<file path="config.mk">
export PLATFORM = sky130hd
export DESIGN_NAME = tlch_queue
export DESIGN_NICKNAME = d
export VERILOG_FILES = /design/src/hdl/tlch_pkg.sv /design/src/hdl/tlch_queue.sv
export SDC_FILE = /design/constraint.sdc
export NUM_CORES = 1
export LEC_CHECK = 0
export ABC_AREA = 1
export CAP_MARGIN = 20
export CORE_UTILIZATION = 55
export CTS_CLUSTER_DIAMETER = 200
export DETAILED_ROUTE_END_ITERATION = 6
export DONT_BUFFER_PORTS = 1
export PLACE_DENSITY = 0.7
export REMOVE_ABC_BUFFERS = 1
export SYNTH_ARGS = -nofsm -noshare
export SYNTH_HDL_FRONTEND = slang
export SYNTH_SLANG_ARGS = --single-unit
</file>
<file path="constraint.sdc">
create_clock -name clk -period 3.2 [get_ports clk]
set_input_delay 0.32 -clock clk [delete_from_list [all_inputs] [get_ports clk]]
set_output_delay 0.32 -clock clk [all_outputs]
set_load 0.02 [all_outputs]
</file>
<file path="src/hdl/tlch_pkg.sv">
package tlch_pkg;

  typedef struct packed {
    logic        kind;
    logic [7:0]  word_addr;
    logic [31:0] write_data;
  } in_item_t;

  typedef struct packed {
    logic [31:0] read_data;
    logic [1:0]  served_from;
  } out_item_t;

  localparam logic       KIND_WRITE = 1'b1;
  localparam logic [1:0] SRC_L1     = 2'd0;
  localparam logic [1:0] SRC_L2     = 2'd1;
  localparam logic [1:0] SRC_RAM    = 2'd2;

endpackage

</file>
<file path="src/hdl/tlch_queue.sv">
// two-entry queue between the accepting front and the cache engine
module tlch_queue (
  input  logic               clk,
  input  logic               rst_n,
  input  logic               push,
  input  tlch_pkg::in_item_t push_item,
  output logic               full,
  input  logic               pop,
  output logic               not_empty,
  output tlch_pkg::in_item_t head_item
);

  tlch_pkg::in_item_t mem_r [2];
  logic       wp_r, rp_r;
  logic [1:0] cnt_r;

  assign full      = (cnt_r == 2'd2);
  assign not_empty = (cnt_r != 2'd0);
  assign head_item = mem_r[rp_r];

  // pointers and count
  always_ff @(posedge clk) begin
    if (!rst_n) begin
      wp_r  <= 1'b0;
      rp_r  <= 1'b0;
      cnt_r <= 2'd0;
    end else begin
      if (push) wp_r <= ~wp_r;
      if (pop) rp_r <= ~rp_r;
      cnt_r <= cnt_r + {1'b0, push} - {1'b0, pop};
    end
  end

  // storage
  always_ff @(posedge clk) begin
    if (push) mem_r[wp_r] <= push_item;
  end

  a_no_overflow: assert property (@(posedge clk) disable iff (!rst_n) !(push && full))
    else $error("queue overflow");
  a_no_underflow: assert property (@(posedge clk) disable iff (!rst_n) !(pop && !not_empty))
    else $error("queue underflow");
  a_cnt_range: assert property (@(posedge clk) disable iff (!rst_n) cnt_r != 2'd3)
    else $error("queue count out of range");

endmodule

</file>
==> results by group, run 1 <==
Clock tree
  – Clock sink total: 87
  – CTS max path bufs: 2
  – CTS buffer count: 9
  – CTS H-tree lvls: 3
  – CTS root buf: clkbuf_8
  – Hold buffer count at CTS: 0
  – TritonCTS clock tree: yes
  – Post CTS Setup Buffer Count: 0
  – Post-cts gate resize count: 0
  – Skew-Pair Late Insertion Delay: about 340 ps
  – Worst-path clk slew: approximately 80 ps

Pwr
  – Peak supply drop: between 0.3 and 0.4 mV
  – Internal Power: around 1.8 mW
  – Total Power: 2.265 mW
  – Switch Pwr: about 0.5 mW
  – Sequential power share: about 60%
  – Gate power share: between 10% and 20%
  – Clock network power share: between 30% and 40%
  – Leakage: roughly 1.3 nW
  – Switching share of power: 22.35%
  – Power density over the cells: 625.0 mW/mm^2

Timing
  – Tightest Pin Transition: 555.2 ps
  – Total negative slack: 0 ps
  – Fin. max-slew vios: 0
  – Worst Clk Skew: 6.002 ps
  – Period utilization: between 60% and 70%
  – Final hold viol count: 0
  – Min Tclk post-route: between 2000 and 2500 ps
  – Final hold slack: ~74 ps
  – F_max: 492.4 MHz
  – Unrepaired setup endpoints after global routing: no
  – Final setup viols: 0
  – Normalized max-slew margin: 62.76%
  – Final WS setup: about 1200 ps

Setup path
  – Worst path top cell family by delay: flip-flops
  – Buffers & Inverters on Critical Path: 1
  – CP endpoint kind: output pin
  – Critical Path Start Type: flop
  – Crit-path max cell delay: between 600 and 700 ps
  – Crit path arrival time: 1710 ps
  – Worst path cell trace: buf_4, mux2_4
  – Worst-path fanout max: 15
  – Worst R2R Path Depth: 3
  – Crit-path slowest cell: dfxtp_2
  – Critical setup path kind: reg -> out
  – Levels on crit path: 2
  – Worst Path Required: 2880 ps

Routing
  – DRC: 0
  – Routed wire length: 4608 microns
  – Drt pass-1 iters: 5
  – Final ANT Viol Nets: 0
  – Avg WL per Cell: between 15 and 20 microns
  – Vias: around 1,300
  – 1st-iter DRT viols: 80
  – Vias per cell: between 5 and 6

Logic synthesis
  – Post-synth ARST share: 0%
  – Yosys warnings: 0
  – EDFF count, synth: 82
  – Synth unique cells: 12
  – Yosys reg bits: 87
  – Syn_area_per_cell: 21.06 sq um
  – Top_reg_cell synth: edfxtp_1
  – Most frequent cell after synthesis: edfxtp_1
  – Area leader, netlist: edfxtp_1
  – Post-Syn Area: 0.003391 sq mm
  – Most instantiated cells after synthesis: edfxtp_1, mux2_4, nand2_1
  – Synth Instances: about 160
  – Synth area leaders: edfxtp_1, mux2_4, dfxtp_1
  – Register area share after synthesis: 75.57%
  – Synth top area share: between 70% and 80%

Finish
  – Non-Filler Instances: 251
  – FILL cells: 428
  – Share of post-route cells with drive strength above 1: approximately a third
  – Synthesis-to-layout area growth: 6.864%
  – Final-stage net count: ~220
  – N_diodes: 0

Placed design
  – Global placer's final weighted congestion: ~0.69
  – Pre-CTS WS: around 1500 ps
  – IO buf count: 0
  – Dpl cells: about 230
  – Post-DP HPWL: approximately 3100 microns

Global route
  – Grt met3 use: under 10%
  – Largest net degree at the start of global routing: between 40 and 50
  – Met2 Usage GRT: about a quarter
  – GRT Max-Usage Layer: met2
  – Total GRT Usage: ~15%
  – Total global routing overflow: 0
  – Initial antenna violation count: 0
  – Number of global-route vias before repair: roughly 1,400
  – GR Util met1: roughly 16%
  – First-pass GRT wire length: approximately 6600 microns

Floorplanning
  – Die height: around 81 microns
  – Total core area: between 0.005 and 0.006 sq mm
  – Row count: 28
  – Top Ports: 88
  – Die X: roughly 81 microns
  – Initial Util: 57.27%
  – Die area: between 0.006 and 0.007 sq mm

Worst hold path
  – HP Class: in -> reg
  – Hold path depth: 0

Flow run
  – Max Cap Viol: 0

Run status
  – Status: finished clean
==> state kept, by name (all words and copies together), names as in the netlist, named ones only <==
| register | flops |
|---|---|
| rp_r | 1 |
| cnt_r | 2 |
| mem_r | 82 |
| wp_r | 1 |
==> final timing paths <==
| kind | to | slack [ps] | start |
|---|---|---|---|
| setup / recovery | head_item[30] | 1170 | flop |
| setup reg to reg | mem_r[1][19]$_DFFE_PP_ | 1580 | wp_r$_SDFFE_PN0P_ |
| hold reg to reg | flop | 510 | rp_r$_SDFFE_PN0P_ |
| hold / removal | mem_r[0][19]$_DFFE_PP_ | 70 | push_item[19] |
==> routing by layer <==
layer | vias to the layer above | part of all wire (%)
met5 | - | 0
li1 | 625 | -
met3 | 9 | 11
met4 | 0 | 1.8
met1 | 643 | 37
met2 | 59 | 50
==> power groups by stage <==
stage / clock network (mW) / logic, mW / registers [mW]
detailed placement: 0 / 0.233 / 1.37
floorplan: 0 / 0.198 / 1.37
finish: 0.693 / 0.233 / 1.34
global route: 0.742 / 0.249 / 1.34
CTS: 0.710 / 0.233 / 1.34
global placement: 0 / 0.228 / 1.36
==> stage by stage <==
step | instance area [sq um] | util, %
6_report | 3623 | 61.20
5_1_grt | 3623 | 61.20
4_1_cts | 3603 | 60.86
3_5_place_dp | 3425 | 57.84
3_3_place_gp | 3425 | 57.84
2_1_floorplan | 3299 | -
==> layout by cell type (no fill, tap or decap) <==
| master | netlist | final |
|---|---|---|
| dfxtp_1 | 5 | 4 |
| a21oi_1 | 1 | 1 |
| clkinv_2 | 0 | 2 |
| nor2_1 | 8 | 7 |
| buf_4 | 0 | 3 |
| mux2_4 | 40 | 40 |
| clkbuf_1 | 0 | 1 |
| nand2_1 | 9 | 9 |
| edfxtp_1 | 82 | 82 |
| nand3_1 | 1 | 1 |
| dfxtp_2 | 0 | 1 |
| bufinv_16 | 0 | 1 |
| ha_1 | 2 | 2 |
| clkbuf_8 | 0 | 9 |
| mux2_2 | 1 | 1 |
| nor2_4 | 0 | 1 |
| clkinv_1 | 0 | 4 |
| inv_1 | 7 | 6 |
| buf_12 | 4 | 1 |
==> kinds of logic (layout without fill, tap and decap cells) <==
| kind of cell | Yosys count | after routing | synth area share (%) |
|---|---|---|---|
| buffers and inverters | 12 | 27 | 3.469 |
| adder cells (fa/ha/maj) | 2 | 2 | 0.7379 |
| flip-flops | 87 | 87 | 75.57 |
| AO/OA/AOI/OAI | 1 | 1 | 0.1475 |
| multiplexers | 41 | 41 | 18.04 |
| AND/OR/NAND/NOR | 18 | 18 | 2.029 |
==> cell type report <==
class                      instances  area [sq um]  area share (%)
sequential                        87          2564           70.75
multi-input combinational         62         718.2           19.82
clock buffer                      10         127.6           3.522
tap                               75         93.84           2.590
clock inverter                     6         51.30           1.416
timing repair buffer               4         42.54           1.174
inverter                           7         26.28          0.7251
Note: power is estimated with default switching activity, not from simulation.
==> inputs of run 2 (changes only) <==
--- a/config.mk
+++ b/config.mk
@@ -5,7 +5,7 @@
 export SDC_FILE = /design/constraint.sdc
 export NUM_CORES = 1
 export LEC_CHECK = 0
-export ABC_AREA = 1
+export ABC_AREA = 0
 export CAP_MARGIN = 20
 export CORE_UTILIZATION = 55
 export CTS_CLUSTER_DIAMETER = 200
==> constraint.sdc (replaced) <==
create_clock -name clk -period 2.01 [get_ports clk]
set_input_delay 0.201 -clock clk [delete_from_list [all_inputs] [get_ports clk]]
set_output_delay 0.201 -clock clk [all_outputs]
set_load 0.02 [all_outputs]
==> run 2 against run 1 <==
Compared with the run above: synthesized cell count is 7.5% lower; non-clock buffer count is 44 higher; final area is 13% higher; largest cell class unchanged; clock power is 80% higher; utilization is 7.9 points higher; wire length is 11% higher.
==> results by group, run 2 <==
Run status
  – Status: finished clean

Routing
  – Avg WL per Cell: 18.10 microns (-1.4%)
  – Vias per cell: 5.223 (-1.9%)
  – Final ANT Viol Nets: 0 (unchanged)
  – Vias: 1,478 (+11%)
  – DRC: 0 (unchanged)
  – Routed wire length: 5121 microns (+11%)
  – Drt pass-1 iters: 4 (-1)
  – 1st-iter DRT viols: 47 (-41%)

Logic synthesis
  – Post-synth ARST share: 0% (unchanged)
  – EDFF count, synth: 82 (unchanged)
  – Yosys reg bits: 87 (unchanged)
  – Yosys warnings: 0 (unchanged)
  – Post-Synth Simple-Gate Area: 1.659% (-0.37 points)
  – Synth Area in Compound Gates: 0.2212% (+0.074 points)
  – Most frequent cell after synthesis: edfxtp_1
  – Synth area leaders: edfxtp_1, mux2_4, dfxtp_1
  – Syn_area_per_cell: 22.77 sq um (+8.1%)
  – Largest family of logic cells by synthesized area: multiplexers
  – Post-Syn Area: 0.003393 sq mm (about the same)
  – Synth top area share: 72.57% (about the same)
  – Synth unique cells: 14 (+2)
  – Xor/xnor share of the synthesized area: 0.9218% (+0.92 points)
  – Top_reg_cell synth: edfxtp_1
  – Post-Synth Adder-Cell Area: 0.7375% (about the same)
  – Fraction of synthesized area in multiplexers: 18.03% (about the same)
  – Synth Instances: 149 (-7.5%)
  – Most instantiated cells after synthesis: edfxtp_1, mux2_4, dfxtp_1
  – Area leader, netlist: edfxtp_1
  – Register area share after synthesis: 75.52% (about the same)

Floorplanning
  – Initial Util: 57.31% (about the same)
  – Row count: 28 (unchanged)
  – Die X: 80.55 microns (about the same)
  – Top Ports: 88 (unchanged)
  – Die height: 80.55 microns (about the same)
  – Die area: 0.006488 sq mm (about the same)
  – Total core area: 0.005921 sq mm (unchanged)

Pwr
  – Peak supply drop: 0.5709 mV (+53%)
  – Switching share of power: 22.35% (about the same)
  – Clock network power share: 32.0% (+1.4 points)
  – Power density over the cells: 953.7 mW/mm^2 (+53%)
  – Total Power: 3.904 mW (+72%)
  – Switch Pwr: 0.8726 mW (+72%)
  – Leakage: 1.508 nW (+14%)
  – Internal Power: 3.032 mW (+72%)
  – Gate power share: 13.7% (+3.4 points)
  – Sequential power share: 54.4% (-4.7 points)

Finish
  – Most frequent cells in the layout: edfxtp_1, dlygate4sd3_1, mux2_4
  – FILL cells: 399 (-6.8%)
  – Multi-input logic area: 740.7 sq um (+3.1%)
  – Final-stage net count: 250 (+15%)
  – Synthesis-to-layout area growth: 20.65%
  – Share of post-route cells with drive strength above 1: 31.25% (-2.3 points)
  – Most common cell after layout, fill and taps aside: edfxtp_1
  – Max reg flops: 82 (unchanged)
  – Biggest register: mem_r
  – Register area: 0.002564 sq mm (unchanged)
  – Top flop regs: mem_r: 82 flops, cnt_r: 2 flops
  – N_diodes: 0 (unchanged)

Timing
  – F_max: between 600 and 700 MHz
  – Fin. max-slew vios: 0 (unchanged)
  – Normalized max-slew margin: 70.24% (+7.5 points)
  – Worst Clk Skew: 3.990 ps (-2.012 ps)
  – Tightest Pin Transition: 446.4 ps (-108.7 ps)
  – Final hold slack: 82.14 ps (+8.516 ps)
  – Final hold viol count: 0 (unchanged)
  – Min Tclk post-route: approximately 1700 ps
  – Unrepaired setup endpoints after global routing: no
  – Total negative slack: 0 ps (unchanged)
  – Period utilization: between 80% and 90%
  – Final setup viols: 0 (unchanged)

Setup path
  – Critical Path Start Type: flop
  – Crit path arrival time: 1450 ps (-260 ps)
  – CP endpoint kind: output pin
  – Worst path cell trace: buf_4, mux2_4
  – Buffers & Inverters on Critical Path: 1 (unchanged)
  – Critical setup path kind: reg -> out
  – Worst path top cell family by delay: buffers and inverters
  – Crit-path max cell delay: 390 ps (-240 ps)
  – Worst Path Required: 1810 ps (-1070 ps)
  – Crit-path slowest cell: buf_4
  – Worst-path fanout max: 23 (+8)

Clock tree
  – Skew-Pair Late Insertion Delay: 340 ps (about the same)
  – Clock sink total: 87 (unchanged)
  – CTS max path bufs: 2 (unchanged)
  – Post-cts gate resize count: 0 (unchanged)
  – CTS buffer count: 9 (unchanged)
  – Post CTS Setup Buffer Count: 0 (unchanged)
  – Worst-path clk slew: 80 ps (about the same)
  – CTS root buf: clkbuf_8
  – TritonCTS clock tree: yes
  – CTS H-tree lvls: 3 (unchanged)

Flow run
  – Max Cap Viol: 0 (unchanged)

Placed design
  – Global placer's final weighted congestion: 0.6014 (-13%)
  – IO buf count: 0 (unchanged)
  – Post-DP HPWL: 3213 microns (+3.0%)

Worst hold path
  – HP Class: in -> reg

Global route
  – Number of global-route vias before repair: 1,582 (+17%)
  – Total GRT Usage: 16.56% (+1.9 points)
  – First-pass GRT wire length: 7458 microns (+12%)
  – Largest net degree at the start of global routing: 27 (-36%)
  – Initial antenna violation count: 0 (unchanged)
  – Total global routing overflow: 0 (unchanged)
[run 2: changes by cell type after synthesis]
cell,previous run,this run
nor2_1,8,0
a21oi_1,1,0
and2_1,0,4
o21a_1,0,1
xor2_1,0,1
nor2b_1,0,4
nand2_1,9,0
or2_2,0,1
xnor3_1,0,1
nand3_1,1,0
inv_1,7,2
[run 2: power by group through the flow]
stage / Sequential [mW] / Clock [mW] / Combinational (mW)
global route: 2.13 / 1.33 / 0.569
finish: 2.12 / 1.25 / 0.533
CTS: 2.12 / 1.28 / 0.541
floorplan: 2.19 / 0 / 0.372
detailed placement: 2.17 / 0 / 0.462
global placement: 2.16 / 0 / 0.451
[run 2: final timing paths]
path,startpoint,to,slack (ps),depth (start not counted)
setup reg to reg,wp_r$_SDFFE_PN0P_,mem_r[0][8]$_DFFE_PP_,640,2
hold / removal,push,wp_r$_SDFFE_PN0P_,80,2
setup / recovery,flop,head_item[32],360,2
hold reg to reg,rp_r$_SDFFE_PN0P_,flop,590,2
[run 2: area by class of cell]
class | instances | share of cell area [%]
inverter | 2 | 0.1834
multi-input combinational | 55 | 18.09
timing repair buffer | 48 | 11.67
clock inverter | 7 | 2.109
sequential | 87 | 62.62
tap | 75 | 2.292
clock buffer | 9 | 3.026
[run 2: through the flow]
stage / area (sq um) / cells / setup slack [ps] / utilization [%]
floorplan: 3302 / 144 / -604.6 / -
global placement: 3463 / 225 / 693.3 / 58.50
detailed placement: 3463 / 225 / 631.3 / 58.50
CTS: 4094 / 283 / 331.7 / 69.15
global route: 4094 / 283 / 297.3 / 69.15
finish: 4094 / 283 / 359.2 / 69.15
[run 2: kinds of logic after synthesis]
kind of cell	Yosys count
xor gates and xnor gates	2
adders and majority gates	2
buffers and inverters	7
DFF	87
AOI/OAI and AO/OA	1
muxes	41
and+or+nand+nor	9
[run 2: metal layers]
layer | GRT usage, % | share of wire, % | up-vias
met3 | 4.886 | 6.8 | 9
met4 | 9.464 | 1.6 | 0
li1 | - | - | 684
met1 | 17.28 | 38 | 725
met5 | 0 | 0 | -
met2 | 29.41 | 53 | 60
[run 2: worst register-to-register path, stage by stage, from the launching register on]
cell and delay [ps]:
dfxtp_1 340, nor2b_4 380, buf_4 330
[run 2: repair_timing]
action / CTS / global route
hold endpoints to repair: 87 / 0
hold buffers: 42 / 0
setup endpoints to repair: 0 / 0
==> inputs of run 3 (changes only) <==
==> constraint.sdc (replaced) <==
create_clock -name clk -period 1.73 [get_ports clk]
set_input_delay 0.173 -clock clk [delete_from_list [all_inputs] [get_ports clk]]
set_output_delay 0.173 -clock clk [all_outputs]
set_load 0.02 [all_outputs]
==> run 3 against run 2 <==
Compared with the run above: final area down 1.4%; sequential power increased by 17%; count of clock-buffer cells in the layout increased by 1; global-route usage down 0.86 points; worst hold slack got worse by 21 ps; utilization decreased by 0.95 points; register-to-register slack got worse by 180 ps; sequential share of layout area is 0.87 points higher; total power increased by 7.6%; critical path depth is the same.
==> results by group, run 3 (same netlist as run 2, synthesis figures left out) <==
Placed design
  – IO buf count: 0 (unchanged)
  – Post-DP HPWL: 3163 microns (-1.5%)
  – Global placer's final weighted congestion: 0.5866 (-2.5%)
  – Cell Area, Placed: 0.003463 sq mm (unchanged)

Clock tree
  – CTS H-tree lvls: 3 (unchanged)
  – Skew-Pair Late Insertion Delay: 330 ps (about the same)
  – CTS root buf: clkbuf_8
  – CTS max path bufs: 2 (unchanged)
  – CTS buffer count: 9 (unchanged)
  – TritonCTS clock tree: yes
  – Post CTS Setup Buffer Count: 0 (unchanged)
  – Worst-path clk slew: 80 ps (about the same)
  – Clock sink total: 87 (unchanged)

Setup path
  – Worst path cell trace: buf_4, mux2_4
  – Worst-path fanout max: 23 (unchanged)
  – Crit-path max cell delay: 390 ps (about the same)
  – CP endpoint kind: output pin
  – Crit-path slowest cell: buf_4
  – Crit path arrival time: 1470 ps (+20 ps)
  – Buffers & Inverters on Critical Path: 1 (unchanged)
  – Critical setup path kind: reg -> out
  – Worst path top cell family by delay: buffers and inverters
  – Critical Path Start Type: flop
  – Worst Path Required: 1560 ps (-250 ps)

Global route
  – Largest net degree at the start of global routing: 28 (+3.7%)
  – Number of global-route vias before repair: 1,497 (-5.4%)
  – Total GRT Usage: 15.70% (-0.86 points)
  – Total global routing overflow: 0 (unchanged)
  – Initial antenna violation count: 0 (unchanged)
  – First-pass GRT wire length: 7107 microns (-4.7%)

Timing
  – Final hold viol count: 0 (unchanged)
  – Normalized max-slew margin: 71.16% (+0.92 points)
  – F_max: ~600 MHz
  – Worst Clk Skew: 3.212 ps (-0.7778 ps)
  – Period utilization: a little over nine tenths
  – Unrepaired setup endpoints after global routing: no
  – Tightest Pin Transition: 432.6 ps (-13.84 ps)
  – Final setup viols: 0 (unchanged)
  – Fin. max-slew vios: 0 (unchanged)
  – Min Tclk post-route: about 1600 ps

Routing
  – Routed wire length: 4875 microns (-4.8%)
  – Final ANT Viol Nets: 0 (unchanged)
  – 1st-iter DRT viols: 48 (+2.1%)
  – Vias: 1,441 (-2.5%)
  – Avg WL per Cell: 17.29 microns (-4.5%)
  – Drt pass-1 iters: 4 (unchanged)
  – DRC: 0 (unchanged)
  – Vias per cell: 5.110 (-2.2%)

Finish
  – Multi-input logic area: 740.7 sq um (unchanged)
  – Most common cell after layout, fill and taps aside: edfxtp_1
  – Fin util: 68.20% (-0.95 points)
  – Synthesis-to-layout area growth: 18.99%
  – Most frequent cells in the layout: edfxtp_1, dlygate4sd3_1, mux2_4
  – FILL cells: 386 (-3.3%)
  – Register area: 0.002564 sq mm (unchanged)
  – Final-stage net count: 250 (unchanged)
  – Top flop regs: mem_r: 82 flops, cnt_r: 2 flops
  – Design area: 0.004038 sq mm (-1.4%)
  – Max reg flops: 82 (unchanged)
  – Biggest register: mem_r
  – Share of post-route cells with drive strength above 1: 30.92% (-0.33 points)
  – N_diodes: 0 (unchanged)

Floorplanning
  – Initial Util: 57.31% (unchanged)
  – Die height: 80.55 microns (unchanged)
  – Row count: 28 (unchanged)
  – Die X: 80.55 microns (unchanged)
  – Die area: 0.006488 sq mm (unchanged)
  – Total core area: 0.005921 sq mm (unchanged)
  – Top Ports: 88 (unchanged)

Run status
  – Status: finished clean

Flow run
  – Max Cap Viol: 0 (unchanged)

Pwr
  – Power density over the cells: 1041 mW/mm^2 (+9.1%)
  – Total Power: 4.202 mW (+7.6%)
  – Clock network power share: 26.6% (-5.4 points)
  – Switching share of power: 23.30% (+0.95 points)
  – Internal Power: 3.223 mW (+6.3%)
  – Peak supply drop: 0.5990 mV (+4.9%)
  – Leakage: 1.478 nW (-2.0%)
  – Switch Pwr: 0.9790 mW (+12%)
  – Gate power share: 14.7% (+1.0 points)
  – Sequential power share: 58.7% (+4.3 points)

Worst hold path
  – HP Class: in -> reg
==> run 3: repair_timing <==
item,4_1_cts,5_1_grt
endpoints found under the setup margin,0,0
resized for setup,0,0
endpoints found under the hold margin,87,0
hold buffers,42,0
==> run 3: power groups by stage <==
stage               Combinational, mW  Sequential (mW)  Clock [mW]
floorplan                       0.432             2.55           0
global placement                0.524             2.51           0
detailed placement              0.537             2.52           0
CTS                             0.630             2.47        1.15
global route                    0.655             2.48        1.21
finish                          0.618             2.47        1.12
==> run 3: area by class of cell <==
type                    count  share of cell area [%]
flip-flops and latches     87                   63.50
multi-input cells          55                   18.35
repair buffers             48                   11.84
clock buffers              10                   3.161
well taps                  75                   2.324
clock inverters             5                  0.6508
inverters                   2                  0.1859
==> run 3: layer usage <==
metal / wire [microns] / global-route usage (%) / vias up
li1: - / - / 681
met1: 1806 / 16.54 / 700
met2: 2674 / 27.63 / 54
met3: 348 / 5.341 / 6
met4: 46 / 8.036 / 0
met5: 0 / 0 / -
==> run 3: per-stage QoR <==
stage	TNS (ps)	setup WS (ps)	hold slack, ps	std cells
6_report	0	88.91	60.94	282
5_1_grt	0	34.45	57.81	282
4_1_cts	0	56.34	46.85	282
3_5_place_dp	0	432.9	271.9	225
3_3_place_gp	0	461.9	272.0	225
2_1_floorplan	-59350	-884.6	271.9	144
==> run 3: final timing paths <==
| check | from | endpoint | slack (ps) | cells past startpoint |
|---|---|---|---|---|
| max | flop | head_item[22] | 90 | 2 |
| min | push | wp_r$_SDFFE_PN0P_ | 60 | 2 |
| max reg2reg | cnt_r[0]$_SDFF_PN0_ | cnt_r[1]$_SDFF_PN0_ | 460 | 6 |
| min reg2reg | rp_r$_SDFFE_PN0P_ | flop | 620 | 2 |
